### config.mk
export PLATFORM = sky130hd
export DESIGN_NAME = reference_count_table_unit
export DESIGN_NICKNAME = d
export VERILOG_FILES = /design/src/hw/rtl/rct_pkg.sv /design/src/hw/rtl/rct_cell.sv /design/src/hw/rtl/reference_count_table_unit.sv
export VERILOG_INCLUDE_DIRS = /design/src /design/src/hw/rtl
export SDC_FILE = /design/constraint.sdc
export NUM_CORES = 2
export LEC_CHECK = 0
export ABC_AREA = 1
export BUFFER_PORTS_ARGS = -buffer_cell sky130_fd_sc_hd__clkbuf_2
export CAP_MARGIN = 15
export CORE_MARGIN = 10
export CORE_UTILIZATION = 32
export DETAILED_ROUTE_END_ITERATION = 8
export PLACE_DENSITY_LB_ADDON = 0.1
export SLEW_MARGIN = 20
export SYNTH_ARGS = -nofsm -noshare
export SYNTH_HDL_FRONTEND = slang
export SYNTH_SLANG_ARGS = --single-unit
export TNS_END_PERCENT = 30
### constraint.sdc
create_clock -name i_clk -period 5.4 [get_ports i_clk]
set_clock_uncertainty 0.05 [all_clocks]
set_input_delay 0.54 -clock i_clk [delete_from_list [all_inputs] [get_ports i_clk]]
set_output_delay 0.54 -clock i_clk [all_outputs]
set_load 0.02 [all_outputs]
### src/hw/rtl/reference_count_table_unit_macros.svh
// assertion macros for the reference count table
`ifndef REFERENCE_COUNT_TABLE_UNIT_MACROS_SVH
`define REFERENCE_COUNT_TABLE_UNIT_MACROS_SVH

`ifndef SYNTH
`define RCT_ASSERT(lbl, pre, post) \
    lbl: assert property (@(posedge i_clk) disable iff (!i_rst_n) (pre) |-> (post)) \
        else $error("rct assertion failed");
`define RCT_ASSERT_NEXT(lbl, pre, post) \
    lbl: assert property (@(posedge i_clk) disable iff (!i_rst_n) (pre) |=> (post)) \
        else $error("rct assertion failed");
`else
`define RCT_ASSERT(lbl, pre, post)
`define RCT_ASSERT_NEXT(lbl, pre, post)
`endif

`endif

### src/hw/rtl/rct_pkg.sv
// shared constants and types for the reference count table
`default_nettype none

package rct_pkg;

    localparam int TABLE_ENTRIES = 32;
    localparam int COUNT_CEILING = 128;
    localparam int MAX_RESULTS   = 32;
    localparam int NUM_W         = $clog2(MAX_RESULTS + 1);

    localparam logic [1:0] OP_USE     = 2'd0;
    localparam logic [1:0] OP_DISUSE  = 2'd1;
    localparam logic [1:0] OP_COLLECT = 2'd2;

    localparam logic [2:0] ST_OK        = 3'd0;
    localparam logic [2:0] ST_OVERFLOW  = 3'd1;
    localparam logic [2:0] ST_FULL      = 3'd2;
    localparam logic [2:0] ST_UNKNOWN   = 3'd3;
    localparam logic [2:0] ST_UNDERFLOW = 3'd4;

    typedef struct packed {
        logic        lookup;
        logic        is_use;
        logic        any_match;
        logic        shift;
        logic        release_tok;
        logic        clear;
        logic [31:0] address;
    } t_cell_cmd;

    typedef struct packed {
        logic        token;
        logic        match;
        logic        tok_hit;
        logic [7:0]  count;
        logic [31:0] address;
    } t_cell_stat;

endpackage

`default_nettype wire

### src/hw/rtl/rct_cell.sv
// one table slot: address, count, valid bit and collect token
`default_nettype none

module rct_cell
    import rct_pkg::*;
(
    input  wire logic       i_clk,
    input  wire logic       i_rst_n,
    input  wire t_cell_cmd  i_cmd,
    input  wire logic       i_free_below,
    output logic            o_free_below,
    input  wire logic       i_token,
    output t_cell_stat      o_stat
);

    logic        r_valid;
    logic        r_token;
    logic [31:0] r_address;
    logic [7:0]  r_count;

    logic w_match;
    logic w_claim;
    logic w_zero;

    assign w_match      = r_valid && (r_address == i_cmd.address);
    assign w_claim      = !r_valid && !i_free_below;
    assign o_free_below = i_free_below || !r_valid;
    assign w_zero       = (r_count == 8'd0);

    assign o_stat.token   = r_token;
    assign o_stat.match   = w_match;
    assign o_stat.tok_hit = r_token && r_valid && w_zero;
    assign o_stat.count   = w_match ? r_count : 8'd0;
    assign o_stat.address = r_token ? r_address : 32'd0;

    always_ff @(posedge i_clk) begin
        if (!i_rst_n) begin
            r_valid <= 1'b0;
            r_token <= 1'b0;
        end else begin
            if (i_cmd.clear) begin
                r_token <= 1'b0;
            end else if (i_cmd.shift) begin
                r_token <= i_token;
            end
            if (i_cmd.release_tok && r_token) begin
                r_valid <= 1'b0;
            end
            if (i_cmd.lookup) begin
                if (w_match && i_cmd.is_use && (r_count < 8'(COUNT_CEILING))) begin
                    r_count <= r_count + 8'd1;
                end else if (w_match && !i_cmd.is_use && !w_zero) begin
                    r_count <= r_count - 8'd1;
                end else if (w_claim && i_cmd.is_use && !i_cmd.any_match) begin
                    r_valid   <= 1'b1;
                    r_address <= i_cmd.address;
                    r_count   <= 8'd1;
                end
            end
        end
    end

endmodule

`default_nettype wire

### src/hw/rtl/reference_count_table_unit.sv
// reference count table: a row of slot cells with a lookup and collect controller
//
// input stream carries one request: tuser holds the op (use, disuse, collect),
// tdata the 32-bit address. output stream gives the results from a single
// output register; tdata holds status, freed address and count, tuser the
// freed flag, tlast marks the final result of a request.
// use and disuse: the request is registered, looked up in S_LOOKUP and its
// result written to the output register; all cells compare the address at once,
// the lowest free cell is claimed through the free chain from cell to cell.
// collect: a token walks the cells one per cycle while the output does not stall;
// each released address is held in a pending register so the final one can carry
// tlast.
// reset clears all valid bits, tokens and the garbage mark; slots need no pass.
// a stalled receiver holds the output register, and the walk or lookup waits
// until the register can take the next result. requests are taken only while
// the controller is idle.
`default_nettype none
`include "reference_count_table_unit_macros.svh"

module reference_count_table_unit
    import rct_pkg::*;
(
    input  wire logic        i_clk,
    input  wire logic        i_rst_n,
    input  wire logic        s_axis_tvalid,
    output logic             s_axis_tready,
    input  wire logic [31:0] s_axis_tdata,   // address
    input  wire logic [1:0]  s_axis_tuser,   // op
    output logic             m_axis_tvalid,
    input  wire logic        m_axis_tready,
    output logic [47:0]      m_axis_tdata,   // status, freed_address, count_after, zero pad
    output logic             m_axis_tuser,   // freed_valid
    output logic             m_axis_tlast    // last
);

    typedef enum logic [1:0] {S_IDLE, S_LOOKUP, S_SWEEP, S_FINISH} t_state;

    t_state      r_state;
    logic [1:0]  r_op;
    logic [31:0] r_addr;
    logic        r_garbage;
    logic        r_pend;
    logic [31:0] r_pend_addr;
    logic [NUM_W-1:0] r_num;

    logic        r_out_valid;
    logic [2:0]  r_out_status;
    logic        r_out_fv;
    logic [31:0] r_out_addr;
    logic        r_out_last;
    logic [7:0]  r_out_count;

    t_cell_cmd   w_cmd;
    t_cell_stat  w_stat [TABLE_ENTRIES];
    logic        w_free [TABLE_ENTRIES+1];
    logic [TABLE_ENTRIES-1:0] w_token_vec;
    logic [TABLE_ENTRIES-1:0] w_match_vec;

    logic        w_accept;
    logic        w_start;
    logic        w_out_free;
    logic        w_found;
    logic [7:0]  w_found_count;
    logic        w_tok_hit;
    logic [31:0] w_tok_addr;
    logic        w_tok_last;
    logic        w_any_free;
    logic        w_limit;
    logic        w_take;
    logic        w_adv;
    logic        w_load;
    logic [2:0]  w_lk_status;
    logic [7:0]  w_lk_count;
    logic        w_lk_garbage;

    assign s_axis_tready = (r_state == S_IDLE);
    assign w_accept      = s_axis_tvalid && s_axis_tready;
    assign w_start       = w_accept && (s_axis_tuser == OP_COLLECT);
    assign w_out_free    = !r_out_valid || m_axis_tready;
    assign w_free[0]     = 1'b0;
    assign w_any_free    = w_free[TABLE_ENTRIES];
    assign w_tok_last    = w_stat[TABLE_ENTRIES-1].token;

    for (genvar g = 0; g < TABLE_ENTRIES; g++) begin : g_cell
        logic w_tok_in;
        if (g == 0) begin : g_head
            assign w_tok_in = w_start;
        end else begin : g_body
            assign w_tok_in = w_stat[g-1].token;
        end
        rct_cell u_cell (
            .i_clk        (i_clk),
            .i_rst_n      (i_rst_n),
            .i_cmd        (w_cmd),
            .i_free_below (w_free[g]),
            .o_free_below (w_free[g+1]),
            .i_token      (w_tok_in),
            .o_stat       (w_stat[g])
        );
        assign w_token_vec[g] = w_stat[g].token;
        assign w_match_vec[g] = w_stat[g].match;
    end

    always_comb begin
        w_found       = 1'b0;
        w_found_count = 8'd0;
        w_tok_hit     = 1'b0;
        w_tok_addr    = 32'd0;
        for (int k = 0; k < TABLE_ENTRIES; k++) begin
            w_found       = w_found | w_stat[k].match;
            w_found_count = w_found_count | w_stat[k].count;
            w_tok_hit     = w_tok_hit | w_stat[k].tok_hit;
            w_tok_addr    = w_tok_addr | w_stat[k].address;
        end
    end

    // lookup result
    always_comb begin
        w_lk_status  = ST_OK;
        w_lk_count   = 8'd0;
        w_lk_garbage = 1'b0;
        if (r_addr != 32'd0) begin
            unique case (r_op)
                OP_USE: begin
                    if (w_found) begin
                        if (w_found_count < 8'(COUNT_CEILING)) begin
                            w_lk_count = w_found_count + 8'd1;
                        end else begin
                            w_lk_status = ST_OVERFLOW;
                            w_lk_count  = w_found_count;
                        end
                    end else if (w_any_free) begin
                        w_lk_count = 8'd1;
                    end else begin
                        w_lk_status = ST_FULL;
                    end
                end
                OP_DISUSE: begin
                    if (!w_found) begin
                        w_lk_status = ST_UNKNOWN;
                    end else if (w_found_count == 8'd0) begin
                        w_lk_status = ST_UNDERFLOW;
                    end else begin
                        w_lk_count   = w_found_count - 8'd1;
                        w_lk_garbage = (w_found_count == 8'd1);
                    end
                end
                default: begin
                    w_lk_status = ST_OK;
                end
            endcase
        end
    end

    // cell commands
    always_comb begin
        w_limit           = w_tok_hit && (r_num == NUM_W'(MAX_RESULTS));
        w_take            = w_tok_hit && !w_limit && (!r_pend || w_out_free);
        w_adv             = (r_state == S_SWEEP) && (w_take || !w_tok_hit);
        w_cmd             = '0;
        w_cmd.address     = r_addr;
        w_cmd.is_use      = (r_op == OP_USE);
        w_cmd.any_match   = w_found;
        w_cmd.lookup      = (r_state == S_LOOKUP) && w_out_free && (r_addr != 32'd0)
                            && ((r_op == OP_USE) || (r_op == OP_DISUSE));
        w_cmd.shift       = w_start || w_adv;
        w_cmd.release_tok = (r_state == S_SWEEP) && w_take;
        w_cmd.clear       = (r_state == S_SWEEP) && w_limit && w_out_free;
    end

    // output register takes a new result
    assign w_load = w_out_free && ((r_state == S_LOOKUP) || (r_state == S_FINISH)
                    || ((r_state == S_SWEEP) && (w_limit || (w_take && r_pend))));

    always_ff @(posedge i_clk) begin
        if (!i_rst_n) begin
            r_state     <= S_IDLE;
            r_garbage   <= 1'b0;
            r_pend      <= 1'b0;
            r_out_valid <= 1'b0;
            r_num       <= '0;
        end else begin
            if (w_load) begin
                r_out_valid <= 1'b1;
            end else if (m_axis_tready) begin
                r_out_valid <= 1'b0;
            end
            unique case (r_state)
                S_IDLE: begin
                    if (w_accept) begin
                        r_op   <= s_axis_tuser;
                        r_addr <= s_axis_tdata;
                        r_pend <= 1'b0;
                        r_num  <= '0;
                        r_state <= w_start ? S_SWEEP : S_LOOKUP;
                    end
                end
                S_LOOKUP: begin
                    if (w_out_free) begin
                        r_out_status <= w_lk_status;
                        r_out_fv     <= 1'b0;
                        r_out_addr   <= 32'd0;
                        r_out_last   <= 1'b1;
                        r_out_count  <= w_lk_count;
                        if (w_lk_garbage) begin
                            r_garbage <= 1'b1;
                        end
                        r_state <= S_IDLE;
                    end
                end
                S_SWEEP: begin
                    if (w_limit) begin
                        if (w_out_free) begin
                            r_out_status <= ST_OK;
                            r_out_fv     <= 1'b1;
                            r_out_addr   <= r_pend_addr;
                            r_out_last   <= 1'b1;
                            r_out_count  <= 8'd0;
                            r_garbage    <= 1'b1;
                            r_pend       <= 1'b0;
                            r_state      <= S_IDLE;
                        end
                    end else begin
                        if (w_take) begin
                            if (r_pend) begin
                                r_out_status <= ST_OK;
                                r_out_fv     <= 1'b1;
                                r_out_addr   <= r_pend_addr;
                                r_out_last   <= 1'b0;
                                r_out_count  <= 8'd0;
                            end
                            r_pend_addr <= w_tok_addr;
                            r_pend      <= 1'b1;
                            r_num       <= r_num + NUM_W'(1);
                        end
                        if (w_adv && w_tok_last) begin
                            r_state <= S_FINISH;
                        end
                    end
                end
                S_FINISH: begin
                    if (w_out_free) begin
                        r_out_status <= ST_OK;
                        r_out_fv     <= r_pend;
                        r_out_addr   <= r_pend ? r_pend_addr : 32'd0;
                        r_out_last   <= 1'b1;
                        r_out_count  <= 8'd0;
                        r_garbage    <= 1'b0;
                        r_pend       <= 1'b0;
                        r_state      <= S_IDLE;
                    end
                end
                default: begin
                    r_state <= S_IDLE;
                end
            endcase
        end
    end

    assign m_axis_tvalid = r_out_valid;
    assign m_axis_tdata  = {5'd0, r_out_count, r_out_addr, r_out_status};
    assign m_axis_tuser  = r_out_fv;
    assign m_axis_tlast  = r_out_last;

    `RCT_ASSERT(a_token_single, 1'b1, $onehot0(w_token_vec))
    `RCT_ASSERT(a_match_single, 1'b1, $onehot0(w_match_vec))
    `RCT_ASSERT(a_idle_no_token, r_state == S_IDLE, w_token_vec == '0)
    `RCT_ASSERT(a_num_bound, 1'b1, r_num <= NUM_W'(MAX_RESULTS))
    `RCT_ASSERT_NEXT(a_finish_clears_mark, (r_state == S_FINISH) && w_out_free, !r_garbage)

endmodule

`default_nettype wire
After elaboration in Yosys (flattened, before gate mapping)
Cells that the tools add are included.

Register bits after elaboration: 1465. Latch bits: 0. RAM bits: 0. ROM bits: 0. Input port bits: 38. Output and inout bits: 52. Word-level logic and storage cells: 1513. Memories: 0.

Add/sub/neg operators: 67. $mul: 0. Divide/modulo/power cells: 0. $lt $le $gt $ge: 33. Equal/unequal tests: 47. Shift operators: 0. Muxes and demuxes: 383. Bitwise operators: 190. Reduce and logical (&&, ||, !) cells: 653.

Operators with widths (number): $mux W32 (39); $mux W8 (138); $eq A32 B32 Y1 (32); $or A32 B32 Y32 (31); $logic_and A1 B1 Y1 (367); $add A8 B1 Y8 const B (33); $logic_not A8 Y1 (33); $lt A8 B8 Y1 const B (33); $sub A8 B1 Y8 const B (33); $or A8 B8 Y8 (31); $mux W1 (178); $reduce_and A5 Y1 (33); $reduce_and A3 Y1 (34); $reduce_bool A3 Y1 (34); $logic_not A1 Y1 (100); $pmux W32 S3 (1); $not A1 Y1 (66); $or A1 B1 Y1 (62); $logic_or A1 B1 Y1 (39); $reduce_bool A32 Y1 (1); $mux W3 (9); $pmux W8 S3 (1); $mux W6 (3); $pmux W8 S2 (1); 21 further kinds (41).

Depth between registers and ports, before layout
Depth after elaboration: 44. Gate-level depth with buffers: 27. Gate-level depth less buffers: 25.

Modules after synthesis
A second synthesis with hierarchy kept.

Cells, all modules: 11792. Area total of the unflattened synthesis: 91386.4 sq um.

By module, submodules not included: rct_cell (g_cell[0].u_cell ...) (times used 20, cells each 332, area an instance 2578.7 sq um, sequential area each 1241.2 sq um); rct_cell (g_cell[3].u_cell ...) (times used 7, cells each 339, area an instance 2616.3 sq um, sequential area each 1241.2 sq um); rct_cell (g_cell[28].u_cell ...) (times used 5, cells each 332, area an instance 2595.0 sq um, sequential area each 1241.2 sq um); reference_count_table_unit (times used 1, cells each 1119, area an instance 8523.2 sq um, sequential area each 3533.4 sq um).

Least setup slack after synthesis
No wires, ideal clock.

Path type: register to register. Start: reg r_addr[29]. End: reg g_cell[20].u_cell.r_address[0] (enable). Setup time: 0.463 ns. Arrival: 4.630 ns. Required time: 4.887 ns. Setup slack: 0.257 ns. Cell stages (with the launch flop): 15. Path buffers: 3. Cell sequence: edfxtp_1 > buf_4 > inv_2 > buf_6 > buf_6 > o221ai_1 > nor2_2 > and2_4 > nand2_1 > nand4_1 > nor3b_2 > nand2_4 > nor2_2 > nand4_1 > nor3_1.

Cells in the longest elaborated chain, start to end: 36. Elaborated cells on any way between the ends: 107.

Ends and longest elaborated chain: from (decl) (line reference_count_table_unit.sv:40) `logic [31:0] r_addr;`; from (signal assigned) (line reference_count_table_unit.sv:192) `r_addr <= s_axis_tdata;`; $eq A32 B32 Y1 (line rct_cell.sv:25) `assign w_match = r_valid && (r_address == i_cmd.address);`; $logic_and A1 B1 Y1 (line rct_cell.sv:25); $or A1 B1 Y1 (31 in a row) (line reference_count_table_unit.sv:110) `w_found = w_found | w_stat[k].match;`; $logic_not A1 Y1 (line rct_cell.sv:54) `end else if (w_claim && i_cmd.is_use && !i_cmd.any_match) begin`; $logic_and A1 B1 Y1 (line rct_cell.sv:54); $reduce_and A5 Y1 (no line) *; to (signal assigned) (line rct_cell.sv:56) `r_address <= i_cmd.address;`; to (decl) (line rct_cell.sv:18) `logic [31:0] r_address;`.

Mark *: on every way between the ends. The rest lies on a longest branch, timed or not. A chain may end at the register's enable or synchronous reset.

Worst setup path in the final report
Start: reg r_addr[8]. End: reg g_cell[31].u_cell.r_count[3] (enable).

Cells in the longest elaborated chain, start to end: 37. Elaborated cells on any way between the ends: 106.

Ends and longest elaborated chain: $eq A32 B32 Y1 (line rct_cell.sv:25); $logic_and A1 B1 Y1 (line rct_cell.sv:25); $or A1 B1 Y1 (31 in a row) (line reference_count_table_unit.sv:110); $logic_not A1 Y1 (line rct_cell.sv:54); $logic_and A1 B1 Y1 (line rct_cell.sv:54); $reduce_bool A3 Y1 (no line); $reduce_and A3 Y1 (no line) *; to (signal assigned) (line rct_cell.sv:51) `r_count <= r_count + 8'd1;`; to (signal assigned) (line rct_cell.sv:53) `r_count <= r_count - 8'd1;`; to (decl) (line rct_cell.sv:19) `logic [7:0] r_count;`.

Marked as above.

==> flow_metrics.tcl <==
set metrics [dict create \
    outcome "complete, no violations" \
    fin_crit_ns 5.16 \
    crit_fanout 22 \
    cts_setup_buffers 0 \
    wl_per_cell_um 32.2 \
    tritoncts "yes" \
    hold_path_class "in -> reg" \
    maxSlewViolCount 0 \
    peakVddDrop_mv 0.372 \
    syn_area_mm2 0.0817 \
    fin_util_pct 37.3 \
    r2r_slack_ns 0.24 \
    portBuffers 84 \
    pre_cts_slack_ns 0.413 \
    ctsRootBufferMaster "clkbuf_16" \
    seq_area_frac_synth_pct 52.9 \
    async_flop_share_pct 0 \
    hold_ws_ns 0.0803 \
    clkSinkCount 1465 \
    clkTransAtPathRegs_ns 0.06 \
    fp.dieW_um 525 \
    grt-ovfl-total 0 \
    worst_pin_slew_ns 1.31 \
    grt_usage_pct 29.3 \
    arrival_ns 5.58 \
    clock_latency_ns 0.88 \
    drtPass1Iterations 6 \
    yosysMostFrequentCell "nand2_1" \
    die_height_um 525 \
    rr_worst_depth 15 \
    num_vias 72600 \
    min_from "m_axis_tready" \
    multi_input_area_mm2 0.0331 \
    grt_pass1_wl_um 571000 \
    relSlewSlack_pct 12.3 \
    cts_resized 0 \
    yosysTopAreaCell "edfxtp_1" \
    area_delta_synth_final_pct 16.0 \
    fp-row-count 185 \
    cp_slowest_cell "a21oi_1" \
    cts_buffers 184 \
    use_met1_pct 39.8 \
    finalWorstSetupSlack_ns 0.243 \
    grt_util_met3_pct 4.70 \
    grt_max_degree 66 \
    fmax_mhz 194 \
    nets 9711 \
    power_density_mw_per_mm2 306 \
    dieArea_mm2 0.276 \
    path_cells "inv_2, buf_12, o21ai_0, nor2_1, nand2_1, nor2_1, nand2_1, nor2_2, nand2_1, buf_4, inv_1, nand3_1, inv_1, nor2_1, a21oi_1" \
    crit_path_end_kind "flop" \
    synth_top_area_share_pct 51.1 \
    syn_area_per_cell_um2 8.76 \
    fillers 26000 \
    rsz0062_at_grt "no" \
    r2r_end "g_cell[31].u_cell.r_count[3]" \
    hold_viol 0 \
    startpoint_type "flop" \
    netlist-cell-type-count 64 \
    core_area_mm2 0.254 \
    critical_path_class "reg -> reg" \
    dpl.hpwl_um 314000 \
    setup_viol 0 \
    min_to "m_axis_tvalid" \
    ant_nets 0 \
    clockBufferDepth 3 \
    leakage_uw 0.0356 \
    period_share_pct 95.5 \
    synth_warnings 0 \
    grt_antenna_before_repair 25 \
    rr_startpoint "r_addr[8]" \
    cap_violations 0 \
    gr-usage-met2_pct 44.7 \
    finalWirelength_um 423000 \
    ff_latch_area_mm2 0.0433 \
    slowest_delay_ns 0.77 \
    pin_count 90 \
    gp_congestion 0.991 \
    cp.required_ns 5.82 \
    start_util_pct 32.2 \
    grt_pass1_vias 67400 \
    drt_iter0_drc 10600 \
    cts_htree_levels 4 \
    netlist_top_cells_count "nand2_1, edfxtp_1, inv_1" \
    drive_above_1_share_pct 10.1 \
    synth-edff-count 1391 \
    finalPower_uw 29000 \
    whs_path_depth 4 \
    route.detailed.drc 0 \
    synthTopCellsByArea "edfxtp_1, nand2_1, inv_1" \
    netlist_instances 9330 \
    via_per_inst 5.53 \
    ys_ff_latch 1465 \
    setup_tns_ns 0 \
    busiest_layer "met2" \
    synthFlopType "edfxtp_1" \
]
through the flow:
step	instances	instance area (um^2)
2_1_floorplan	9334	81800
3_3_place_gp	12700	88200
3_5_place_dp	12700	88200
4_1_cts	13100	94700
5_1_grt	13100	94800
6_report	13100	94800
worst max-delay path by stage:
stage,start,to,slack (ns),cells past startpoint
final,r_addr[8],g_cell[31].u_cell.r_count[3],0.24,15
after global routing,r_addr[17],g_cell[23].u_cell.r_count[6],0.18,12
after CTS,r_addr[9],g_cell[30].u_cell.r_address[17],0.37,16
after detailed placement,r_addr[9],g_cell[30].u_cell.r_address[11],0.41,16
after global placement,r_addr[17],g_cell[23].u_cell.r_count[4],0.44,12
after floorplan,r_addr[29],g_cell[20].u_cell.r_address[0],0.26,14
state kept, by name, summed over array words and instances, names as in the netlist:
signal                   count
g_cell.u_cell.r_address   1024
g_cell.u_cell.r_count      256
g_cell.u_cell.r_token       32
g_cell.u_cell.r_valid       32
m_axis_tlast                 1
m_axis_tuser                 1
m_axis_tvalid                1
r_addr                      32
r_num                        6
r_op                         2
r_out_addr                  32
r_out_count                  8
r_out_status                 3
r_pend                       1
r_pend_addr                 32
r_state                      2
worst max-delay path, delay by kind of cell (launching register included):
kind,cells,cell delay [ns]
simple gates,8,1.96
buf+inv,5,1.22
compound gates,2,0.98
flops,1,0.46
cell type report:
type	instances	share of cell area, %
clock buffer	226	5.15
timing repair buffer	471	4.63
antenna	12	0.0317
inverter	984	3.91
multi-input combinational	6498	34.9
sequential	1465	45.6
tap	3366	4.44
clock inverter	115	1.33
placed cells by master, fill, tap and decap left out, drive strengths merged, types with 12 or more instances in the layout:
master,instances
xor2,227
nand4,203
a221oi,56
clkbuf,310
nor2,936
or2,59
bufinv,22
a22o,17
o2111ai,57
edfxtp,1391
nand3,518
a2111oi,25
o22ai,144
a31o,29
a211oi,12
dfxtp,74
dlygate4sd3,34
o211ai,41
o32ai,26
nand2,2679
buf,353
ha,69
a31oi,23
diode,12
nor3,160
o21ai,621
clkinv,85
xnor2,318
a21oi,188
o221ai,29
inv,985
nor4,28
cell families (layout without fill, tap and decap cells):
group	Yosys count	after routing	share of synthesized area [%]
AND/OR/NAND/NOR	4592	4592	23.6
flip-flops	1465	1465	52.9
buffers and inverters	1371	1796	7.08
AO/OA/AOI/OAI	1287	1287	9.49
XOR/XNOR	545	545	5.84
adder cells (fa/ha/maj)	69	69	1.06
other	1	17	0.00459
timing repair:
action,in CTS,in global routing
endpoints found under the hold margin,34,0
hold buffers,34,0
setup endpoints to repair,0,0
per-layer routing:
metal	share of wire (%)	wire (um)	vias up
met2	44	184000	3859
met1	42	177000	36000
met3	8.2	34600	716
met4	6.4	26900	4
li1	-	-	32100
met5	0.0064	27	-
power breakdown:
group          leakage, uW  switching [uW]  internal, uW
Clock              0.00301            5450          7500
Combinational       0.0190            2700           817
Sequential          0.0136            92.3         12500
No activity file was read; power rests on OpenSTA's default activity.
